<file path="src/design/swps_pkg.sv">
// Shared types, codes and sizes for the sleep/wakeup priority scheduler.
package swps_pkg;

    // Table geometry.
    localparam int TABLE_ENTRIES = 64;
    localparam int CHANNEL_BITS  = 16;
    localparam int IDX_W         = (TABLE_ENTRIES > 1) ? $clog2(TABLE_ENTRIES) : 1;
    localparam int SLOT_W        = 6;
    localparam int CMP_W         = (IDX_W > SLOT_W) ? IDX_W : SLOT_W;

    // Operation codes carried in func.
    localparam logic [2:0] FUNC_WRITE  = 3'd0;
    localparam logic [2:0] FUNC_SLEEP  = 3'd1;
    localparam logic [2:0] FUNC_WAKEUP = 3'd2;
    localparam logic [2:0] FUNC_PICK   = 3'd3;
    localparam logic [2:0] FUNC_SWAPW  = 3'd4;

    // Entry status codes.
    localparam logic [1:0] ST_FREE  = 2'd0;
    localparam logic [1:0] ST_RUN   = 2'd1;
    localparam logic [1:0] ST_WAIT  = 2'd2;
    localparam logic [1:0] ST_SLEEP = 2'd3;

    // Priority reported when nothing was chosen; also the pick ceiling.
    localparam logic signed [7:0] PRI_NONE = 8'sd127;

    // Woken count saturation value.
    localparam logic [6:0] WOKEN_MAX = 7'd127;

    // Input transaction.
    typedef struct packed {
        logic [2:0]        func;
        logic [5:0]        slot;
        logic [1:0]        status_in;
        logic              resident_in;
        logic signed [7:0] priority_req;
        logic [15:0]       channel;
    } t_in_item;

    // Output transaction.
    typedef struct packed {
        logic              found;
        logic [5:0]        chosen_slot;
        logic signed [7:0] chosen_priority;
        logic [6:0]        woken_count;
        logic              wake_swapper;
    } t_out_item;

    // One task table entry, held by one cell of the ring.
    typedef struct packed {
        logic [1:0]              status;
        logic                    resident;
        logic signed [7:0]       prio;
        logic [CHANNEL_BITS-1:0] channel;
    } t_entry;

    // Running pick and swapper state seen by the head unit.
    typedef struct packed {
        logic              found;
        logic              best_high;
        logic signed [7:0] best_pri;
        logic              swap_wait;
    } t_head_acc;

    // Events reported by the head unit for the entry under it.
    typedef struct packed {
        logic take;
        logic take_high;
        logic woke;
        logic release_swapper;
    } t_head_ev;

endpackage

</file>
<file path="src/design/swps_cell.sv">
// One ring cell: holds a single task entry and takes its neighbor's entry on each shift.
module swps_cell (
    input  logic            i_clk,
    input  logic            i_rst_n,
    input  logic            i_shift,
    input  swps_pkg::t_entry i_next,
    output swps_pkg::t_entry o_entry
);
    import swps_pkg::*;

    t_entry r_entry;

    // Entry register; reset leaves the entry free, non-resident, priority and channel zero.
    always_ff @(posedge i_clk) begin
        if (!i_rst_n) begin
            r_entry <= '0;
        end else if (i_shift) begin
            r_entry <= i_next;
        end
    end

    assign o_entry = r_entry;

endmodule

</file>
<file path="src/design/swps_head.sv">
// Head unit: applies the current operation to the entry leaving the head of the ring.
module swps_head (
    input  swps_pkg::t_in_item          i_op,
    input  logic [swps_pkg::IDX_W-1:0]  i_idx,
    input  logic [swps_pkg::IDX_W-1:0]  i_last_pick,
    input  swps_pkg::t_head_acc         i_acc,
    input  swps_pkg::t_entry            i_entry,
    output swps_pkg::t_entry            o_entry,
    output swps_pkg::t_head_ev          o_ev
);
    import swps_pkg::*;

    logic [CHANNEL_BITS-1:0] w_chan;
    logic                    w_hit;
    logic                    w_chan_match;
    logic                    w_high;
    logic                    w_cand;
    logic                    w_better;

    // The channel is fitted to the stored width; slot compares at a common width.
    assign w_chan       = CHANNEL_BITS'(i_op.channel);
    assign w_hit        = (CMP_W'(i_idx) == CMP_W'(i_op.slot));
    assign w_chan_match = (w_chan != '0) && (i_entry.channel == w_chan);

    // Entries after the last pick come first in rotation order, so they win ties.
    assign w_high   = (i_idx > i_last_pick);
    assign w_cand   = (i_entry.status == ST_RUN) && i_entry.resident;
    assign w_better = (i_entry.prio < i_acc.best_pri) ||
                      ((i_entry.prio == i_acc.best_pri) && i_acc.found &&
                       w_high && !i_acc.best_high);

    // Entry update and event reporting per operation.
    always_comb begin
        o_entry = i_entry;
        o_ev    = '0;
        unique case (i_op.func)
            FUNC_WRITE: begin
                if (w_hit) begin
                    o_entry.status   = i_op.status_in;
                    o_entry.resident = i_op.resident_in;
                    o_entry.prio     = i_op.priority_req;
                    o_entry.channel  = w_chan;
                end
            end
            FUNC_SLEEP: begin
                if (w_hit) begin
                    o_entry.channel  = w_chan;
                    o_entry.prio     = i_op.priority_req;
                    o_entry.status   = i_op.priority_req[7] ? ST_SLEEP : ST_WAIT;
                end
            end
            FUNC_WAKEUP: begin
                if (w_chan_match) begin
                    o_entry.channel = '0;
                    o_entry.status  = ST_RUN;
                    o_ev.woke       = 1'b1;
                    o_ev.release_swapper = i_acc.swap_wait && !i_entry.resident;
                end
            end
            FUNC_PICK: begin
                if (w_cand && w_better) begin
                    o_ev.take      = 1'b1;
                    o_ev.take_high = w_high;
                end
            end
            default: begin
            end
        endcase
    end

endmodule

</file>
<file path="src/design/sleep_wakeup_priority_scheduler_unit.sv">
// Top level of the sleep/wakeup priority scheduler: ring of entry cells and sequencer.
//
//  Channel  Direction  Handshake                       Payload
//  in       input      i_in_valid / o_in_ready         i_in_data  (t_in_item)
//  out      output     o_out_valid / i_out_ready       o_out_data (t_out_item)
//
// Every operation rotates the whole ring of TABLE_ENTRIES cells once past the
// head unit, one entry per cycle, then passes through the hold state, where the
// result is loaded into the output register; the next transaction can be taken
// once the sequencer is back in the idle state.
// Reset is synchronous and clears every entry, the last pick and the swapper flag.
// A new transaction is taken while an earlier result still waits at the output;
// a finished result waits in the hold state until the output register frees up.
module sleep_wakeup_priority_scheduler_unit (
    input  logic                i_clk,
    input  logic                i_rst_n,
    input  logic                i_in_valid,
    output logic                o_in_ready,
    input  swps_pkg::t_in_item  i_in_data,
    output logic                o_out_valid,
    input  logic                i_out_ready,
    output swps_pkg::t_out_item o_out_data
);
    import swps_pkg::*;

    localparam logic [1:0] S_IDLE  = 2'd0;
    localparam logic [1:0] S_SWEEP = 2'd1;
    localparam logic [1:0] S_HOLD  = 2'd2;

    localparam logic [IDX_W-1:0] LAST_IDX = IDX_W'(TABLE_ENTRIES - 1);

    logic [1:0]        r_state;
    logic [1:0]        n_state;
    t_in_item          r_op;
    logic [IDX_W-1:0]  r_cnt;
    logic [IDX_W-1:0]  r_last_pick;
    logic              r_swap_wait;
    logic              r_found;
    logic              r_best_high;
    logic signed [7:0] r_best_pri;
    logic [IDX_W-1:0]  r_best_idx;
    logic [6:0]        r_woken;
    logic              r_wake_sw;
    logic              r_out_valid;
    t_out_item         r_out;

    logic      w_accept;
    logic      w_shift;
    logic      w_load;
    t_entry    w_cell [TABLE_ENTRIES];
    t_entry    w_head_next;
    t_head_acc w_acc;
    t_head_ev  w_ev;

    assign w_accept = i_in_valid && o_in_ready;
    assign w_shift  = (r_state == S_SWEEP);
    assign w_load   = (r_state == S_HOLD) && (!r_out_valid || i_out_ready);

    // Ring of cells: each takes its upper neighbor; the last takes the head's update.
    for (genvar j = 0; j < TABLE_ENTRIES; j++) begin : g_ring
        if (j == TABLE_ENTRIES - 1) begin : g_tail
            swps_cell u_cell (
                .i_clk   (i_clk),
                .i_rst_n (i_rst_n),
                .i_shift (w_shift),
                .i_next  (w_head_next),
                .o_entry (w_cell[j])
            );
        end else begin : g_body
            swps_cell u_cell (
                .i_clk   (i_clk),
                .i_rst_n (i_rst_n),
                .i_shift (w_shift),
                .i_next  (w_cell[j+1]),
                .o_entry (w_cell[j])
            );
        end
    end

    // Head unit sees entry r_cnt at cell zero during the sweep.
    assign w_acc.found     = r_found;
    assign w_acc.best_high = r_best_high;
    assign w_acc.best_pri  = r_best_pri;
    assign w_acc.swap_wait = r_swap_wait;

    swps_head u_head (
        .i_op        (r_op),
        .i_idx       (r_cnt),
        .i_last_pick (r_last_pick),
        .i_acc       (w_acc),
        .i_entry     (w_cell[0]),
        .o_entry     (w_head_next),
        .o_ev        (w_ev)
    );

    // Sequencer next state.
    always_comb begin
        n_state = r_state;
        unique case (r_state)
            S_IDLE:  if (w_accept) n_state = S_SWEEP;
            S_SWEEP: if (r_cnt == LAST_IDX) n_state = S_HOLD;
            S_HOLD:  if (w_load) n_state = S_IDLE;
            default: n_state = S_IDLE;
        endcase
    end

    // Control state.
    always_ff @(posedge i_clk) begin
        if (!i_rst_n) begin
            r_state     <= S_IDLE;
            r_cnt       <= '0;
            r_last_pick <= '0;
            r_swap_wait <= 1'b0;
            r_out_valid <= 1'b0;
        end else begin
            r_state <= n_state;
            if (w_accept) begin
                r_cnt <= '0;
            end else if (w_shift) begin
                r_cnt <= r_cnt + 1'b1;
            end
            if (w_shift && w_ev.release_swapper) begin
                r_swap_wait <= 1'b0;
            end
            if (w_load) begin
                if (r_found) begin
                    r_last_pick <= r_best_idx;
                end
                if (r_op.func == FUNC_SWAPW) begin
                    r_swap_wait <= 1'b1;
                end
            end
            if (w_load) begin
                r_out_valid <= 1'b1;
            end else if (i_out_ready) begin
                r_out_valid <= 1'b0;
            end
        end
    end

    // Operation latch and per-item accumulators.
    always_ff @(posedge i_clk) begin
        if (w_accept) begin
            r_op        <= i_in_data;
            r_found     <= 1'b0;
            r_best_high <= 1'b0;
            r_best_pri  <= PRI_NONE;
            r_best_idx  <= '0;
            r_woken     <= '0;
            r_wake_sw   <= 1'b0;
        end else if (w_shift) begin
            if (w_ev.take) begin
                r_found     <= 1'b1;
                r_best_high <= w_ev.take_high;
                r_best_pri  <= w_cell[0].prio;
                r_best_idx  <= r_cnt;
            end
            if (w_ev.woke && (r_woken != WOKEN_MAX)) begin
                r_woken <= r_woken + 1'b1;
            end
            if (w_ev.release_swapper) begin
                r_wake_sw <= 1'b1;
            end
        end
    end

    // Output register.
    always_ff @(posedge i_clk) begin
        if (w_load) begin
            r_out.found           <= r_found;
            r_out.chosen_slot     <= r_found ? SLOT_W'(r_best_idx) : SLOT_W'(r_last_pick);
            r_out.chosen_priority <= r_found ? r_best_pri : PRI_NONE;
            r_out.woken_count     <= r_woken;
            r_out.wake_swapper    <= r_wake_sw;
        end
    end

    assign o_in_ready  = (r_state == S_IDLE);
    assign o_out_valid = r_out_valid;
    assign o_out_data  = r_out;

endmodule
</file>
<file path="config.mk">
export PLATFORM = sky130hd
export DESIGN_NAME = sleep_wakeup_priority_scheduler_unit
export DESIGN_NICKNAME = d
export VERILOG_FILES = /design/src/design/swps_pkg.sv /design/src/design/swps_cell.sv /design/src/design/swps_head.sv /design/src/design/sleep_wakeup_priority_scheduler_unit.sv
export SDC_FILE = /design/constraint.sdc
export NUM_CORES = 2
export LEC_CHECK = 0
export BUFFER_PORTS_ARGS = -buffer_cell sky130_fd_sc_hd__buf_2
export CAP_MARGIN = 10
export CORE_MARGIN = 3
export CORE_UTILIZATION = 62
export DETAILED_ROUTE_END_ITERATION = 8
export HOLD_SLACK_MARGIN = 0.02
export PLACE_DENSITY = 0.88
export SYNTH_ARGS = -nofsm -noshare
export SYNTH_HDL_FRONTEND = slang
export SYNTH_SLANG_ARGS = --single-unit
</file>
<file path="constraint.sdc">
create_clock -name i_clk -period 3.1 [get_ports i_clk]
set_input_delay 0.465 -clock i_clk [delete_from_list [all_inputs] [get_ports i_clk]]
set_output_delay 0.465 -clock i_clk [all_outputs]
set_load 0.02 [all_outputs]
</file>
==> results by group <==
Routing
  – Total iterations of the first detailed-routing run: 8
  – Routed WL: 124.1 mm
  – Via count: 49820
  – DRC Markers: 0
  – Initial DRC count: 4131
  – Wire per inst: 13.55 um
  – Final ANT Viol Nets: 0
  – Vias per inst: 5.440

Timing
  – Clock skew: 0.01762 ns
  – Fin. Hold Viols: 0
  – Slew margin rel.: 28.43%
  – Final setup TNS: 0 ns
  – RSZ-0062 raised after global routing: false
  – Final period util: 73.59%
  – Slew at the pin closest to its max-slew limit: 1.074 ns
  – Minimum clock period: 2.281 ns
  – # setup viols final: 0
  – Max Transition Viols Final: 0
  – Fmax: 438.3 MHz

Floorplanning
  – Rows: 116
  – Die X: 324.8 um
  – Initial core utilization: 62.74%
  – Boundary Pins: 65
  – Die Area: 0.1055 mm^2
  – Core area: 0.1004 mm^2
  – Die Height: 324.8 um

Yosys
  – Netlist cell types: 54
  – Ys async rst share: 0%
  – Mapped Cells: 7884
  – Register area share after synthesis: 58.98%
  – Synth Register Bits: 1827
  – Syn_area_per_cell: 7.993 um^2
  – Primary FF master, synth: dfxtp_1
  – YS warnings: 0
  – Syn Nets: 7940
  – Cell area after synthesis: 0.06301 mm^2
  – Number of enable flip-flop cells after synthesis: 59

Pwr
  – LEAKAGE: 22.81 nW
  – Pwr dens: 656.0 mW/mm^2
  – Overall power: 0.04616 W
  – Peak supply drop: 499.9 uV

Global routing
  – GRT Total Usage: 22.61%
  – Vias in the first global route: 46980
  – First-pass GRT wire length: 210.5 mm
  – Overflow left after global routing: 0
  – Largest net degree at the start of global routing: 254
  – Antenna violations before repair: 1

Clock network
  – Clock transition at path regs: 0.07 ns
  – Skew-Pair Late Insertion Delay: 0.76 ns
  – Maximum clock path buffer count: 3
  – PostCTS Resize Cnt: 0
  – # H-tree levels: 4
  – Postcts setup bufs: 0
  – CTS tree: done
  – # hold bufs at CTS: 38
  – Number of buffers created by CTS: 165
  – Clk sinks: 1827
  – Root Buffer: clkbuf_16

Place
  – PortBufs: 64
  – Post-detail-place hpwl: 66.63 mm
  – Gpl congestion: 0.8338

Critical path
  – Setup crit start kind: flop
  – Reg2Reg Launch Point: r_state[0]
  – CP required: 3.76 ns
  – Setup crit end: g_ring[2].g_body.u_cell.o_entry[9]
  – CP Max Fanout: 167
  – Worst Setup SP: r_state[0]
  – Crit end category: flop
  – Crit path kind: reg -> reg
  – Worst-case reg-to-reg path depth: 5
  – Reg2reg end: g_ring[2].g_body.u_cell.o_entry[9]
  – Worst EP arrival: 2.94 ns
  – Worst R2R Setup Slack: 0.82 ns

Status
  – Outcome: finished, final reports clean

Finish
  – Share of cells above drive strength 1: 5.974%
  – Area delta synth->final: 11.66%
  – # nets final: 7728

Min path
  – Hold Path Class: in -> reg

Run
  – MaxCap Viol Count: 0
[sequential cells by signal, indices dropped and copies added, names as in the netlist]
signal and cells:
r_last_pick 6, r_state 2, r_best_idx 6, o_out_valid 1
g_ring.g_tail.u_cell.o_entry 27, r_cnt 6, r_swap_wait 1, g_ring.g_body.u_cell.o_entry 1701
r_op 36, r_found 1, r_woken 7, r_best_high 1
r_best_pri 8, o_out_data 23, r_wake_sw 1
[final cells by class]
type / instances / area (um^2)
sequential: 1827 / 37170
fill: 6907 / 30080
multi-input combinational: 5444 / 23530
clock buffer: 230 / 4778
timing repair buffer: 214 / 2267
tap: 1357 / 1698
clock inverter: 65 / 839.6
inverter: 20 / 82.58
antenna: 1 / 2.502
[metrics by stage]
stage	instance area (um^2)	worst slack [ns]	instances	util [%]	hold WS [ns]
after floorplan	63010	0.3681	7884	-	0.4090
after global placement	64360	0.9563	8824	64.08	0.4262
after detailed placement	64360	0.8847	8824	64.08	0.4404
after CTS	70360	0.8461	9157	70.05	0.1862
after global routing	70360	0.6727	9158	70.06	0.2430
final	70360	0.8186	9158	70.06	0.2644
[kinds of logic after synthesis]
family          after synthesis  share of synthesized area [%]
xor+xnor                     25                         0.3475
fa+ha+maj                    16                         0.3177
buf+inv                     613                          3.713
simple gates               3563                          21.64
mux                          33                         0.5282
flops                      1827                          58.98
compound gates             1807                          14.48
[per-layer routing]
layer,GRT usage [%],vias up,share of wire [%]
met1,27.53,23440,42
met3,3.307,371,3.7
li1,-,24960,-
met2,39.84,1045,51
met5,0,-,0
met4,9.913,0,3.7
[cell usage after synthesis (2+ instances only)]
cell,number,area share [%]
and3_1,5,0.050
xnor2_1,5,0.069
clkbuf_2,2,0.016
mux2_2,2,0.036
nand3b_1,3,0.036
edfxtp_1,59,2.8
nand2_1,3448,21
or4_1,2,0.024
nor4_1,11,0.11
or3b_2,17,0.24
ha_1,16,0.32
buf_1,5,0.030
nand4b_1,2,0.028
mux2i_1,31,0.49
xor2_1,20,0.28
buf_2,17,0.14
o41ai_1,2,0.028
clkbuf_1,566,3.4
a21oi_1,1740,14
nand2b_1,7,0.069
o31ai_1,2,0.024
nor2b_1,2,0.020
buf_4,2,0.024
nor2_1,35,0.21
nand3_1,4,0.032
o21ai_0,34,0.27
o21a_1,2,0.024
o22ai_1,17,0.17
dfxtp_1,1768,56
and2_1,2,0.020
or3_1,4,0.040
nor3_1,4,0.032
inv_1,18,0.11
nand4_1,10,0.099
[how the worst min path moves through the flow]
stage	start	slack, ns	cells past startpoint	end
after floorplan	r_wake_sw	0.41	0	o_out_data[0]
after global placement	r_wake_sw	0.43	0	o_out_data[0]
after detailed placement	g_ring[10].g_body.u_cell.o_entry[5]	0.44	2	g_ring[9].g_body.u_cell.o_entry[5]
after CTS	i_rst_n	0.19	2	r_state[1]
after global routing	i_rst_n	0.24	2	r_state[1]
final	i_rst_n	0.26	2	r_state[1]
[where the power goes]
part	switching, W	leakage [nW]	total [W]	internal (W)
clock network	0.00876	2.77	0.0208	0.0120
logic	0.00135	5.25	0.00167	0.000320
registers	0.0000528	14.8	0.0237	0.0237
[critical path, stage by stage (launching register included)]
cell	delay, ns
dfxtp_1	0.45
and2b_4	0.45
buf_12	0.29
buf_12	0.50
nand2_1	0.18
a21oi_1	0.20
[layout by cell type (no fill, tap or decap), types with 18 or more instances in the layout]
cell and instances:
inv_1 18, o21ai_0 34, xor2_1 20, nor2_1 35, mux2i_1 31, nand2_1 3448
buf_12 58, dfxtp_1 1768, clkinv_2 30, buf_4 54, clkbuf_8 32, buf_2 64
edfxtp_1 59, dlygate4sd3_1 38, a21oi_1 1740, clkbuf_1 29, clkbuf_16 169
Power figures use the tool's default switching activity.
